## config.mk

```make
export PLATFORM = sky130hd
export DESIGN_NAME = box_outline_overlay_flat
export DESIGN_NICKNAME = d
export VERILOG_FILES = /design/src/design/bbo_pkg.sv /design/src/design/bbo_if.sv /design/src/design/box_outline_overlay.sv /design/src/design/bbo_cell.sv /design/src/flat_wrapper.sv
export SDC_FILE = /design/constraint.sdc
export NUM_CORES = 2
export LEC_CHECK = 0
export BUFFER_PORTS_ARGS = -buffer_cell sky130_fd_sc_hd__buf_2
export CAP_MARGIN = 10
export CORE_MARGIN = 1.5
export CORE_UTILIZATION = 65
export CTS_CLUSTER_DIAMETER = 30
export DETAILED_ROUTE_END_ITERATION = 10
export PLACE_DENSITY_LB_ADDON = 0.15
export SLEW_MARGIN = 20
export SYNTH_ARGS = -nofsm -noshare
export SYNTH_HDL_FRONTEND = slang
export SYNTH_SLANG_ARGS = --single-unit
```

## constraint.sdc

```tcl
create_clock -name clk -period 72.4 [get_ports clk]
set_input_delay 3.62 -clock clk [delete_from_list [all_inputs] [get_ports clk]]
set_output_delay 3.62 -clock clk [all_outputs]
set_load 0.01 [all_outputs]
```

## src/design/bbo_pkg.sv

```systemverilog
package bbo_pkg;

  // Sizing of the box list and of the coordinates.
  localparam int MAX_BOXES   = 12;
  localparam int COORD_WIDTH = 10;
  localparam int IDX_W       = (MAX_BOXES > 1) ? $clog2(MAX_BOXES) : 1;
  localparam int CNT_W       = $clog2(MAX_BOXES + 1);
  localparam int DIM_W       = COORD_WIDTH + 1;
  localparam int PIX_W       = 16;

  // Configuration register widths and reset values.
  localparam int FW_W = 11;
  localparam int FH_W = 11;
  localparam int BC_W = 16;
  localparam logic [FW_W-1:0]  FRAME_WIDTH_RST  = FW_W'(320);
  localparam logic [FH_W-1:0]  FRAME_HEIGHT_RST = FH_W'(240);
  localparam logic [BC_W-1:0]  BORDER_COLOR_RST = BC_W'(16'hFFE0);

  // Configuration port.
  localparam int APB_DW = 32;
  localparam int APB_AW = 4;
  localparam logic [1:0] REG_FRAME_WIDTH  = 2'd0;
  localparam logic [1:0] REG_FRAME_HEIGHT = 2'd1;
  localparam logic [1:0] REG_BORDER_COLOR = 2'd2;

  // Item opcodes.
  localparam logic [1:0] OP_CLEAR  = 2'd0;
  localparam logic [1:0] OP_APPEND = 2'd1;
  localparam logic [1:0] OP_PIXEL  = 2'd2;

  typedef logic [COORD_WIDTH-1:0] coord_t;

  typedef struct packed {
    coord_t x1;
    coord_t y1;
    coord_t x2;
    coord_t y2;
  } box_t;

  // Everything one item carries along the cell chain.
  typedef struct packed {
    logic             is_pixel;
    logic             wr_en;
    logic [IDX_W-1:0] wr_idx;
    logic [CNT_W-1:0] cnt;
    box_t             box;
    coord_t           col;
    coord_t           row;
    logic [PIX_W-1:0] pix;
    logic             last;
    logic             hit;
  } item_t;

endpackage

```

## src/design/bbo_if.sv

```systemverilog
// Input item channel.
interface bbo_in_if;
  logic                          valid;
  logic                          ready;
  logic [1:0]                    opcode;
  logic [bbo_pkg::COORD_WIDTH-1:0] box_left;
  logic [bbo_pkg::COORD_WIDTH-1:0] box_top;
  logic [bbo_pkg::COORD_WIDTH-1:0] box_right;
  logic [bbo_pkg::COORD_WIDTH-1:0] box_bottom;
  logic [bbo_pkg::PIX_W-1:0]       pixel_in;

  modport source (output valid, opcode, box_left, box_top, box_right, box_bottom,
                  pixel_in, input ready);
  modport sink   (input valid, opcode, box_left, box_top, box_right, box_bottom,
                  pixel_in, output ready);
endinterface

// Result item channel.
interface bbo_out_if;
  logic                      valid;
  logic                      ready;
  logic [bbo_pkg::PIX_W-1:0] pixel_out;
  logic                      on_outline;
  logic                      frame_end;

  modport source (output valid, pixel_out, on_outline, frame_end, input ready);
  modport sink   (input valid, pixel_out, on_outline, frame_end, output ready);
endinterface

```

## src/design/box_outline_overlay.sv

```systemverilog
// Box outline overlay for an RGB565 pixel stream.
// Items arrive on in_ch: opcode 0 clears the box list, 1 appends a box
// (ignored once the list holds MAX_BOXES boxes), 2 carries one pixel.
// Each pixel item gives one result on out_ch: the pixel or the border
// color, an on-outline flag and a frame-end flag; other items give none.
// Column and row counters advance with every pixel item.
// Items pass through a chain of MAX_BOXES cells, one box per cell, one cell
// per cycle; the last cell's stage register is the output register.
// Throughput is one item per cycle. When out_ch stalls with a result
// waiting, the whole chain holds and in_ch.ready drops until it is taken.
// Configuration (frame width, frame height, border color) is written over the APB port at byte
// addresses 0, 4 and 8; the user must write it only while idle, the block does not enforce this.
// Reset empties the chain, the box list and the counters, and loads the
// registers with 320, 240 and yellow. No clearing pass is needed.
module box_outline_overlay (
  input  logic                        clk,
  input  logic                        rst_n,
  bbo_in_if.sink                      in_ch,
  bbo_out_if.source                   out_ch,
  input  logic                        cfg_psel,
  input  logic                        cfg_penable,
  input  logic                        cfg_pwrite,
  input  logic [bbo_pkg::APB_AW-1:0]  cfg_paddr,
  input  logic [bbo_pkg::APB_DW-1:0]  cfg_pwdata,
  output logic [bbo_pkg::APB_DW-1:0]  cfg_prdata,
  output logic                        cfg_pready
);

  localparam int N = bbo_pkg::MAX_BOXES;

  logic [bbo_pkg::FW_W-1:0] frame_width_r;
  logic [bbo_pkg::FH_W-1:0] frame_height_r;
  logic [bbo_pkg::BC_W-1:0] border_color_r;

  logic [bbo_pkg::CNT_W-1:0] box_cnt_r, box_cnt_nxt;
  bbo_pkg::coord_t           col_r, col_nxt, row_r, row_nxt;

  logic adv, accept, cfg_wr;
  logic [1:0] reg_idx;

  // Configuration port.
  assign cfg_pready = 1'b1;
  assign cfg_wr     = cfg_psel && cfg_penable && cfg_pwrite;
  assign reg_idx    = cfg_paddr[3:2];

  always_ff @(posedge clk) begin
    if (!rst_n) begin
      frame_width_r  <= bbo_pkg::FRAME_WIDTH_RST;
      frame_height_r <= bbo_pkg::FRAME_HEIGHT_RST;
      border_color_r <= bbo_pkg::BORDER_COLOR_RST;
    end else if (cfg_wr) begin
      case (reg_idx)
        bbo_pkg::REG_FRAME_WIDTH:  frame_width_r  <= cfg_pwdata[bbo_pkg::FW_W-1:0];
        bbo_pkg::REG_FRAME_HEIGHT: frame_height_r <= cfg_pwdata[bbo_pkg::FH_W-1:0];
        bbo_pkg::REG_BORDER_COLOR: border_color_r <= cfg_pwdata[bbo_pkg::BC_W-1:0];
        default: ;
      endcase
    end
  end

  always_comb begin
    case (reg_idx)
      bbo_pkg::REG_FRAME_WIDTH:
        cfg_prdata = bbo_pkg::APB_DW'(frame_width_r);
      bbo_pkg::REG_FRAME_HEIGHT:
        cfg_prdata = bbo_pkg::APB_DW'(frame_height_r);
      bbo_pkg::REG_BORDER_COLOR:
        cfg_prdata = bbo_pkg::APB_DW'(border_color_r);
      default:
        cfg_prdata = '0;
    endcase
  end

  // Clamp the frame size to 1 .. 2^COORD_WIDTH and find the last column and row.
  logic [bbo_pkg::DIM_W-1:0] w_cl, h_cl, w_m1, h_m1;
  logic [bbo_pkg::DIM_W-1:0] fw_ext, fh_ext;
  logic col_wrap, row_wrap;

  localparam logic [bbo_pkg::DIM_W-1:0] DIM_MAX = bbo_pkg::DIM_W'(1 << bbo_pkg::COORD_WIDTH);

  always_comb begin
    fw_ext = bbo_pkg::DIM_W'(frame_width_r);
    fh_ext = bbo_pkg::DIM_W'(frame_height_r);
    if (frame_width_r == '0) begin
      w_cl = bbo_pkg::DIM_W'(1);
    end else if (fw_ext > DIM_MAX) begin
      w_cl = DIM_MAX;
    end else begin
      w_cl = fw_ext;
    end
    if (frame_height_r == '0) begin
      h_cl = bbo_pkg::DIM_W'(1);
    end else if (fh_ext > DIM_MAX) begin
      h_cl = DIM_MAX;
    end else begin
      h_cl = fh_ext;
    end
    w_m1     = w_cl - 1'b1;
    h_m1     = h_cl - 1'b1;
    col_wrap = {1'b0, col_r} >= w_m1;
    row_wrap = {1'b0, row_r} >= h_m1;
  end

  // Entry: counters, box count and the item that goes into the first cell.
  logic           is_pix, is_app, is_clr;
  logic           entry_valid;
  bbo_pkg::item_t entry;

  assign accept = in_ch.valid && in_ch.ready;

  always_comb begin
    is_pix = (in_ch.opcode == bbo_pkg::OP_PIXEL);
    is_app = (in_ch.opcode == bbo_pkg::OP_APPEND);
    is_clr = (in_ch.opcode == bbo_pkg::OP_CLEAR);

    entry.is_pixel = is_pix;
    entry.wr_en    = is_app && (box_cnt_r < bbo_pkg::CNT_W'(N));
    entry.wr_idx   = box_cnt_r[bbo_pkg::IDX_W-1:0];
    entry.cnt      = box_cnt_r;
    entry.box.x1   = in_ch.box_left;
    entry.box.y1   = in_ch.box_top;
    entry.box.x2   = in_ch.box_right;
    entry.box.y2   = in_ch.box_bottom;
    entry.col      = col_r;
    entry.row      = row_r;
    entry.pix      = in_ch.pixel_in;
    entry.last     = col_wrap && row_wrap;
    entry.hit      = 1'b0;
    entry_valid    = accept && (entry.is_pixel || entry.wr_en);

    box_cnt_nxt = box_cnt_r;
    col_nxt     = col_r;
    row_nxt     = row_r;
    if (accept) begin
      if (is_clr) begin
        box_cnt_nxt = '0;
      end else if (entry.wr_en) begin
        box_cnt_nxt = box_cnt_r + 1'b1;
      end
      if (is_pix) begin
        if (col_wrap) begin
          col_nxt = '0;
          row_nxt = row_wrap ? '0 : row_r + 1'b1;
        end else begin
          col_nxt = col_r + 1'b1;
        end
      end
    end
  end

  always_ff @(posedge clk) begin
    if (!rst_n) begin
      box_cnt_r <= '0;
      col_r     <= '0;
      row_r     <= '0;
    end else begin
      box_cnt_r <= box_cnt_nxt;
      col_r     <= col_nxt;
      row_r     <= row_nxt;
    end
  end

  // Cell chain; the whole chain moves unless a result waits at the end.
  logic           valid_c [N+1];
  bbo_pkg::item_t item_c  [N+1];

  assign valid_c[0] = entry_valid;
  assign item_c[0]  = entry;

  for (genvar k = 0; k < N; k++) begin : g_cell
    bbo_cell u_cell (
      .clk      (clk),
      .rst_n    (rst_n),
      .adv      (adv),
      .cell_idx (bbo_pkg::IDX_W'(k)),
      .valid_i  (valid_c[k]),
      .item_i   (item_c[k]),
      .valid_o  (valid_c[k+1]),
      .item_o   (item_c[k+1])
    );
  end

  // Output: only pixel items leave the chain as results.
  assign out_ch.valid      = valid_c[N] && item_c[N].is_pixel;
  assign out_ch.on_outline = item_c[N].hit;
  assign out_ch.frame_end  = item_c[N].last;
  assign out_ch.pixel_out  = item_c[N].hit ? border_color_r : item_c[N].pix;

  assign adv         = !out_ch.valid || out_ch.ready;
  assign in_ch.ready = adv;

endmodule

```

## src/design/bbo_cell.sv

```systemverilog
module bbo_cell (
  input  logic                      clk,
  input  logic                      rst_n,
  input  logic                      adv,
  input  logic [bbo_pkg::IDX_W-1:0] cell_idx,
  input  logic                      valid_i,
  input  bbo_pkg::item_t            item_i,
  output logic                      valid_o,
  output bbo_pkg::item_t            item_o
);

  bbo_pkg::box_t  box_r;
  logic           valid_r;
  bbo_pkg::item_t item_r;
  bbo_pkg::item_t item_nxt;

  logic [bbo_pkg::DIM_W-1:0] col, row, x1, y1, x2, y2;
  logic in_rows, h_band, v_rows, v_cols, on_box, live;

  // Outline test of the held box against the passing pixel position.
  always_comb begin
    col = {1'b0, item_i.col};
    row = {1'b0, item_i.row};
    x1  = {1'b0, box_r.x1};
    y1  = {1'b0, box_r.y1};
    x2  = {1'b0, box_r.x2};
    y2  = {1'b0, box_r.y2};
    in_rows = (row == y1) || (row == y1 + 1'b1) || (row == y2) || (row == y2 + 1'b1);
    h_band  = in_rows && (col >= x1) && (col < x2);
    v_rows  = (row > y1) && (row < y2);
    v_cols  = (col == x1) || (col == x1 + 1'b1) ||
              (col + 2'd2 == x2) || (col + 1'b1 == x2);
    on_box  = h_band || (v_rows && v_cols);
    // Only boxes that were in the list when the pixel entered take part.
    live    = bbo_pkg::CNT_W'(cell_idx) < item_i.cnt;
    item_nxt     = item_i;
    item_nxt.hit = item_i.hit | (item_i.is_pixel & live & on_box);
  end

  // Box held by this cell; an append addressed here loads it.
  always_ff @(posedge clk) begin
    if (adv && valid_i && item_i.wr_en && (item_i.wr_idx == cell_idx)) begin
      box_r <= item_i.box;
    end
  end

  // Stage register handing the item to the next cell.
  always_ff @(posedge clk) begin
    if (!rst_n) begin
      valid_r <= 1'b0;
    end else if (adv) begin
      valid_r <= valid_i;
    end
  end

  always_ff @(posedge clk) begin
    if (adv) begin
      item_r <= item_nxt;
    end
  end

  assign valid_o = valid_r;
  assign item_o  = item_r;

endmodule
```

## src/flat_wrapper.sv

```systemverilog
// flat-port wrapper written by rule: the top's interface ports become plain ports
module box_outline_overlay_flat 
  (clk, rst_n, cfg_psel, cfg_penable, cfg_pwrite, cfg_paddr, cfg_pwdata, cfg_prdata, cfg_pready, in_ch_valid, in_ch_opcode, in_ch_box_left, in_ch_box_top, in_ch_box_right, in_ch_box_bottom, in_ch_pixel_in, in_ch_ready, out_ch_valid, out_ch_pixel_out, out_ch_on_outline, out_ch_frame_end, out_ch_ready);
  bbo_in_if in_ch_i ();
  bbo_out_if out_ch_i ();
  input  logic clk;
  input  logic rst_n;
  input  logic cfg_psel;
  input  logic cfg_penable;
  input  logic cfg_pwrite;
  input  logic [bbo_pkg::APB_AW-1:0] cfg_paddr;
  input  logic [bbo_pkg::APB_DW-1:0] cfg_pwdata;
  output logic [bbo_pkg::APB_DW-1:0] cfg_prdata;
  output logic cfg_pready;
  input wire logic [$bits(in_ch_i.valid)-1:0] in_ch_valid;
  input wire logic [$bits(in_ch_i.opcode)-1:0] in_ch_opcode;
  input wire logic [$bits(in_ch_i.box_left)-1:0] in_ch_box_left;
  input wire logic [$bits(in_ch_i.box_top)-1:0] in_ch_box_top;
  input wire logic [$bits(in_ch_i.box_right)-1:0] in_ch_box_right;
  input wire logic [$bits(in_ch_i.box_bottom)-1:0] in_ch_box_bottom;
  input wire logic [$bits(in_ch_i.pixel_in)-1:0] in_ch_pixel_in;
  output wire logic [$bits(in_ch_i.ready)-1:0] in_ch_ready;
  output wire logic [$bits(out_ch_i.valid)-1:0] out_ch_valid;
  output wire logic [$bits(out_ch_i.pixel_out)-1:0] out_ch_pixel_out;
  output wire logic [$bits(out_ch_i.on_outline)-1:0] out_ch_on_outline;
  output wire logic [$bits(out_ch_i.frame_end)-1:0] out_ch_frame_end;
  input wire logic [$bits(out_ch_i.ready)-1:0] out_ch_ready;
  assign in_ch_i.valid = in_ch_valid;
  assign in_ch_i.opcode = in_ch_opcode;
  assign in_ch_i.box_left = in_ch_box_left;
  assign in_ch_i.box_top = in_ch_box_top;
  assign in_ch_i.box_right = in_ch_box_right;
  assign in_ch_i.box_bottom = in_ch_box_bottom;
  assign in_ch_i.pixel_in = in_ch_pixel_in;
  assign in_ch_ready = in_ch_i.ready;
  assign out_ch_valid = out_ch_i.valid;
  assign out_ch_pixel_out = out_ch_i.pixel_out;
  assign out_ch_on_outline = out_ch_i.on_outline;
  assign out_ch_frame_end = out_ch_i.frame_end;
  assign out_ch_i.ready = out_ch_ready;
  box_outline_overlay u_core (.clk(clk), .rst_n(rst_n), .in_ch(in_ch_i), .out_ch(out_ch_i), .cfg_psel(cfg_psel), .cfg_penable(cfg_penable), .cfg_pwrite(cfg_pwrite), .cfg_paddr(cfg_paddr), .cfg_pwdata(cfg_pwdata), .cfg_prdata(cfg_prdata), .cfg_pready(cfg_pready));
endmodule
```

==> results.md <==
* H-tree levels at 5
* Tot GR Track Use at 28.73%
* DRC violations left at 0
* FFs w/ async S/R, synth at 0%
* Fin area at 87210 sq um
* Max VDD drop at 0.02544 mV
* Vias in the first global route at 49710
* Number of DRC markers in iteration 0 at 3639
* Final Hold Viols at 0
* DRT antenna net count at 0
* First-pass GRT wire length at 264900 um
* Post-CTS setup buffer count at 0
* Endpoint class of the critical path: output port
* Register bit count reported by yosys at 1497
* Num CTS Buffers at 292
* Placer Congestion at 0.9312
* Seq/Total Area, Yosys at 58.69%
* Placed instance count at 7640
* Area grow syn2layout at 15.76%
* RSZ-0062 raised after global routing: no
* Slew HR at 28.71%
* Overall via count from detail_route at 49810
* DRT Wirelength at 169800 um
* Layout cells sized above 1 at 10.24%
* Worst Clk Skew at 0.05975 ns
* PwrDens at 26.36 nW/um^2
* Final Cycle Share at 12.09%
* Met2 GRT Util at 50.35%
* Setup crit start kind: input port
* Starting density of the core at 65.71%
* Final hold slack at 0.3883 ns
* Fmax at 114.2 MHz
* Die Span X at 343.5 um
* Drt wl/cell at 20.82 um
* Die area at 118000 sq um
* Post-synthesis area per instance at 12.34 sq um
* Finished Layout Cells at 8155
* Clock buffer depth at 4
* Io pins at 154
* Cell Rows at 124
* CTS tree: done
* P_leak at 34.91 nW
* Hold-fix buffers at CTS at 0
* Status: complete, no violations
* Post-synthesis instance area at 75340 sq um
* Slew @ Worst Pin at 1.065 ns
* Placement-stage cell area at 77640 sq um
* Most Crowded Layer GR: met2
* # Max-Cap Violations at 0
* Initial antenna violation count at 4
* R2R setup slack at 68.07 ns
* Synth cell types at 76
* Met3 usage at 4.122%
* WS Path Type: input port to output port
* GR Util met1 at 34.20%
* Vias per cell at 6.108
* Die Y at 343.5 um
* Finish-stage setup viols at 0
* Root Buffer: clkbuf_16
* Min cycle time layout at 8.754 ns
* Largest net degree at the start of global routing at 170
* Final Max Slew Viols at 0
* Total gr overflow at 0
* CTS sink count at 1497
* Core area at 114700 sq um
* Synth Flop Type: edfxtp_1
* Worst path arrival time at 5.13 ns
* Clk_lat worst skew at 0.88 ns
* CP max FO at 83
* Critical path data required time at 68.78 ns
* Final HPWL DP at 117900 um
* Worst Hold Class: flip-flop to flip-flop
* Number of port buffers at 118
* Setup TNS at 0 ns
* Post-CTS sizing at 0
* Nets@finish at 7089
* Syn Inst Count at 6105
* Reg clk slew, reported paths at 0.05 ns
* TritonRoute pass-1 iters at 5
* EDFF count, synth at 1423
* Yosys warning total at 0
* Post-layout util at 76.07%
## area by class of cell
cell class,count,area [sq um]
flip-flops and latches,1497,44210
multi-input cells,3984,28810
fillers,7080,27440
clock buffers,318,7498
clock inverters,192,2039
well taps,1512,1892
inverters,496,1869
repair buffers,152,883.3
diodes,4,10.01
## layout by cell type, fill, tap and decap left out, types with 29 or more instances in the layout
master	synthesis	layout
nor2_1	257	254
buf_4	17	31
xor2_1	227	227
bufinv_16	0	29
mux2i_1	44	44
nor2b_1	75	73
nand2_1	364	364
a21o_1	86	86
dfxtp_1	74	74
inv_6	0	34
nor3_1	178	175
clkinv_4	0	32
o21ai_0	247	247
clkbuf_16	0	295
ha_1	565	565
and3_1	59	59
nand4_1	153	153
a2111oi_0	40	40
a21oi_1	244	244
a211oi_1	53	53
clkinv_2	0	38
and2_1	38	38
nand3_1	238	238
or3_1	29	29
xnor2_1	397	397
buf_2	1	118
inv_1	495	494
a31oi_1	49	48
o21a_1	51	51
clkinvlp_4	0	29
nor4_1	74	69
o211ai_1	49	49
nand2b_1	44	44
edfxtp_1	1423	1423
a21boi_0	42	42
## final timing paths
| path | start | depth (start not counted) | end |
|---|---|---|---|
| worst max-delay path | out_ch_ready | 4 | in_ch_ready |
| worst min-delay path | u_core.g_cell[3].u_cell.item_o[14] | 0 | u_core.g_cell[4].u_cell.item_o[14] |
| worst max register to register | u_core.frame_width_r[3] | 15 | u_core.row_r[9] |
| worst min register to register | u_core.g_cell[3].u_cell.item_o[14] | 0 | u_core.g_cell[4].u_cell.item_o[14] |
## routing by layer
metal  part of all wire (%)  wire, um  vias up
li1                       -         -    23580
met1                     39     66780    24040
met2                     51     86160     1696
met3                    4.7      8063      486
met4                    5.2      8770        0
met5                      0         0        -
## flip-flops by register name, indices dropped and copies added, names as in the netlist
name	flops
u_core.g_cell.u_cell.item_o	943
u_core.g_cell.u_cell.box_r	480
u_core.border_color_r	16
u_core.g_cell.u_cell.valid_o	12
u_core.fh_ext	11
u_core.frame_width_r	11
u_core.col_r	10
u_core.row_r	10
u_core.box_cnt_r	4
## power by group
part | switching, mW | total, mW | internal [mW]
Sequential | 0.0150 | 0.983 | 0.968
Clock | 0.443 | 1.30 | 0.855
Combinational | 0.0107 | 0.0183 | 0.00754
Total | 0.468 | 2.30 | 1.83
## cell families after synthesis
family | count (synthesis) | synth area share [%]
AO/OA/AOI/OAI | 1071 | 9.285
XOR/XNOR | 624 | 7.254
adder cells (fa/ha/maj) | 566 | 9.397
buffers and inverters | 639 | 3.270
flip-flops | 1497 | 58.68
multiplexers | 67 | 0.9284
other | 2 | 0.009968
AND/OR/NAND/NOR | 1639 | 11.17
## worst max-delay path: stages
cell and delay [ns]:
buf_2 0.11, nor2b_4 0.64, inv_8 0.41, buf_2 0.27
## cell usage after synthesis, drive strengths merged (21+ instances only)
library cell	count	area (sq um)
o211ai	49	367.9
ha	565	7069
and4	28	245.2
nor3	178	890.9
o21ai	247	1236
o22ai	21	131.4
a211oi	53	397.9
a31oi	49	306.5
nor4	74	462.9
nand3	239	1201
inv	496	1862
a21oi	244	1221
nor3b	21	157.7
and3	59	369.1
xor2	227	1988
o21a	51	382.9
a21o	86	645.6
nand4	153	957.2
nand2b	44	275.3
nor2	258	975.9
edfxtp	1423	42730
mux2i	44	440.4
and2	38	237.7
a21boi	42	315.3
o2111ai	22	192.7
mux2	23	259.0
o31ai	21	157.7
dfxtp	74	1481
or3	29	181.4
nor2b	75	469.2
xnor2	397	3477
clkbuf	124	465.5
nand2	364	1366
a2111oi	40	350.3
## metrics by stage
stage | power [mW] | worst slack, ns
after global placement | 1.015 | 63.60
after detailed placement | 1.017 | 63.57
after global routing | 2.357 | 63.58
after CTS | 2.315 | 63.47
final | 2.299 | 63.65
after floorplan | 1.001 | 37.45
Power figures use the tool's default switching activity.
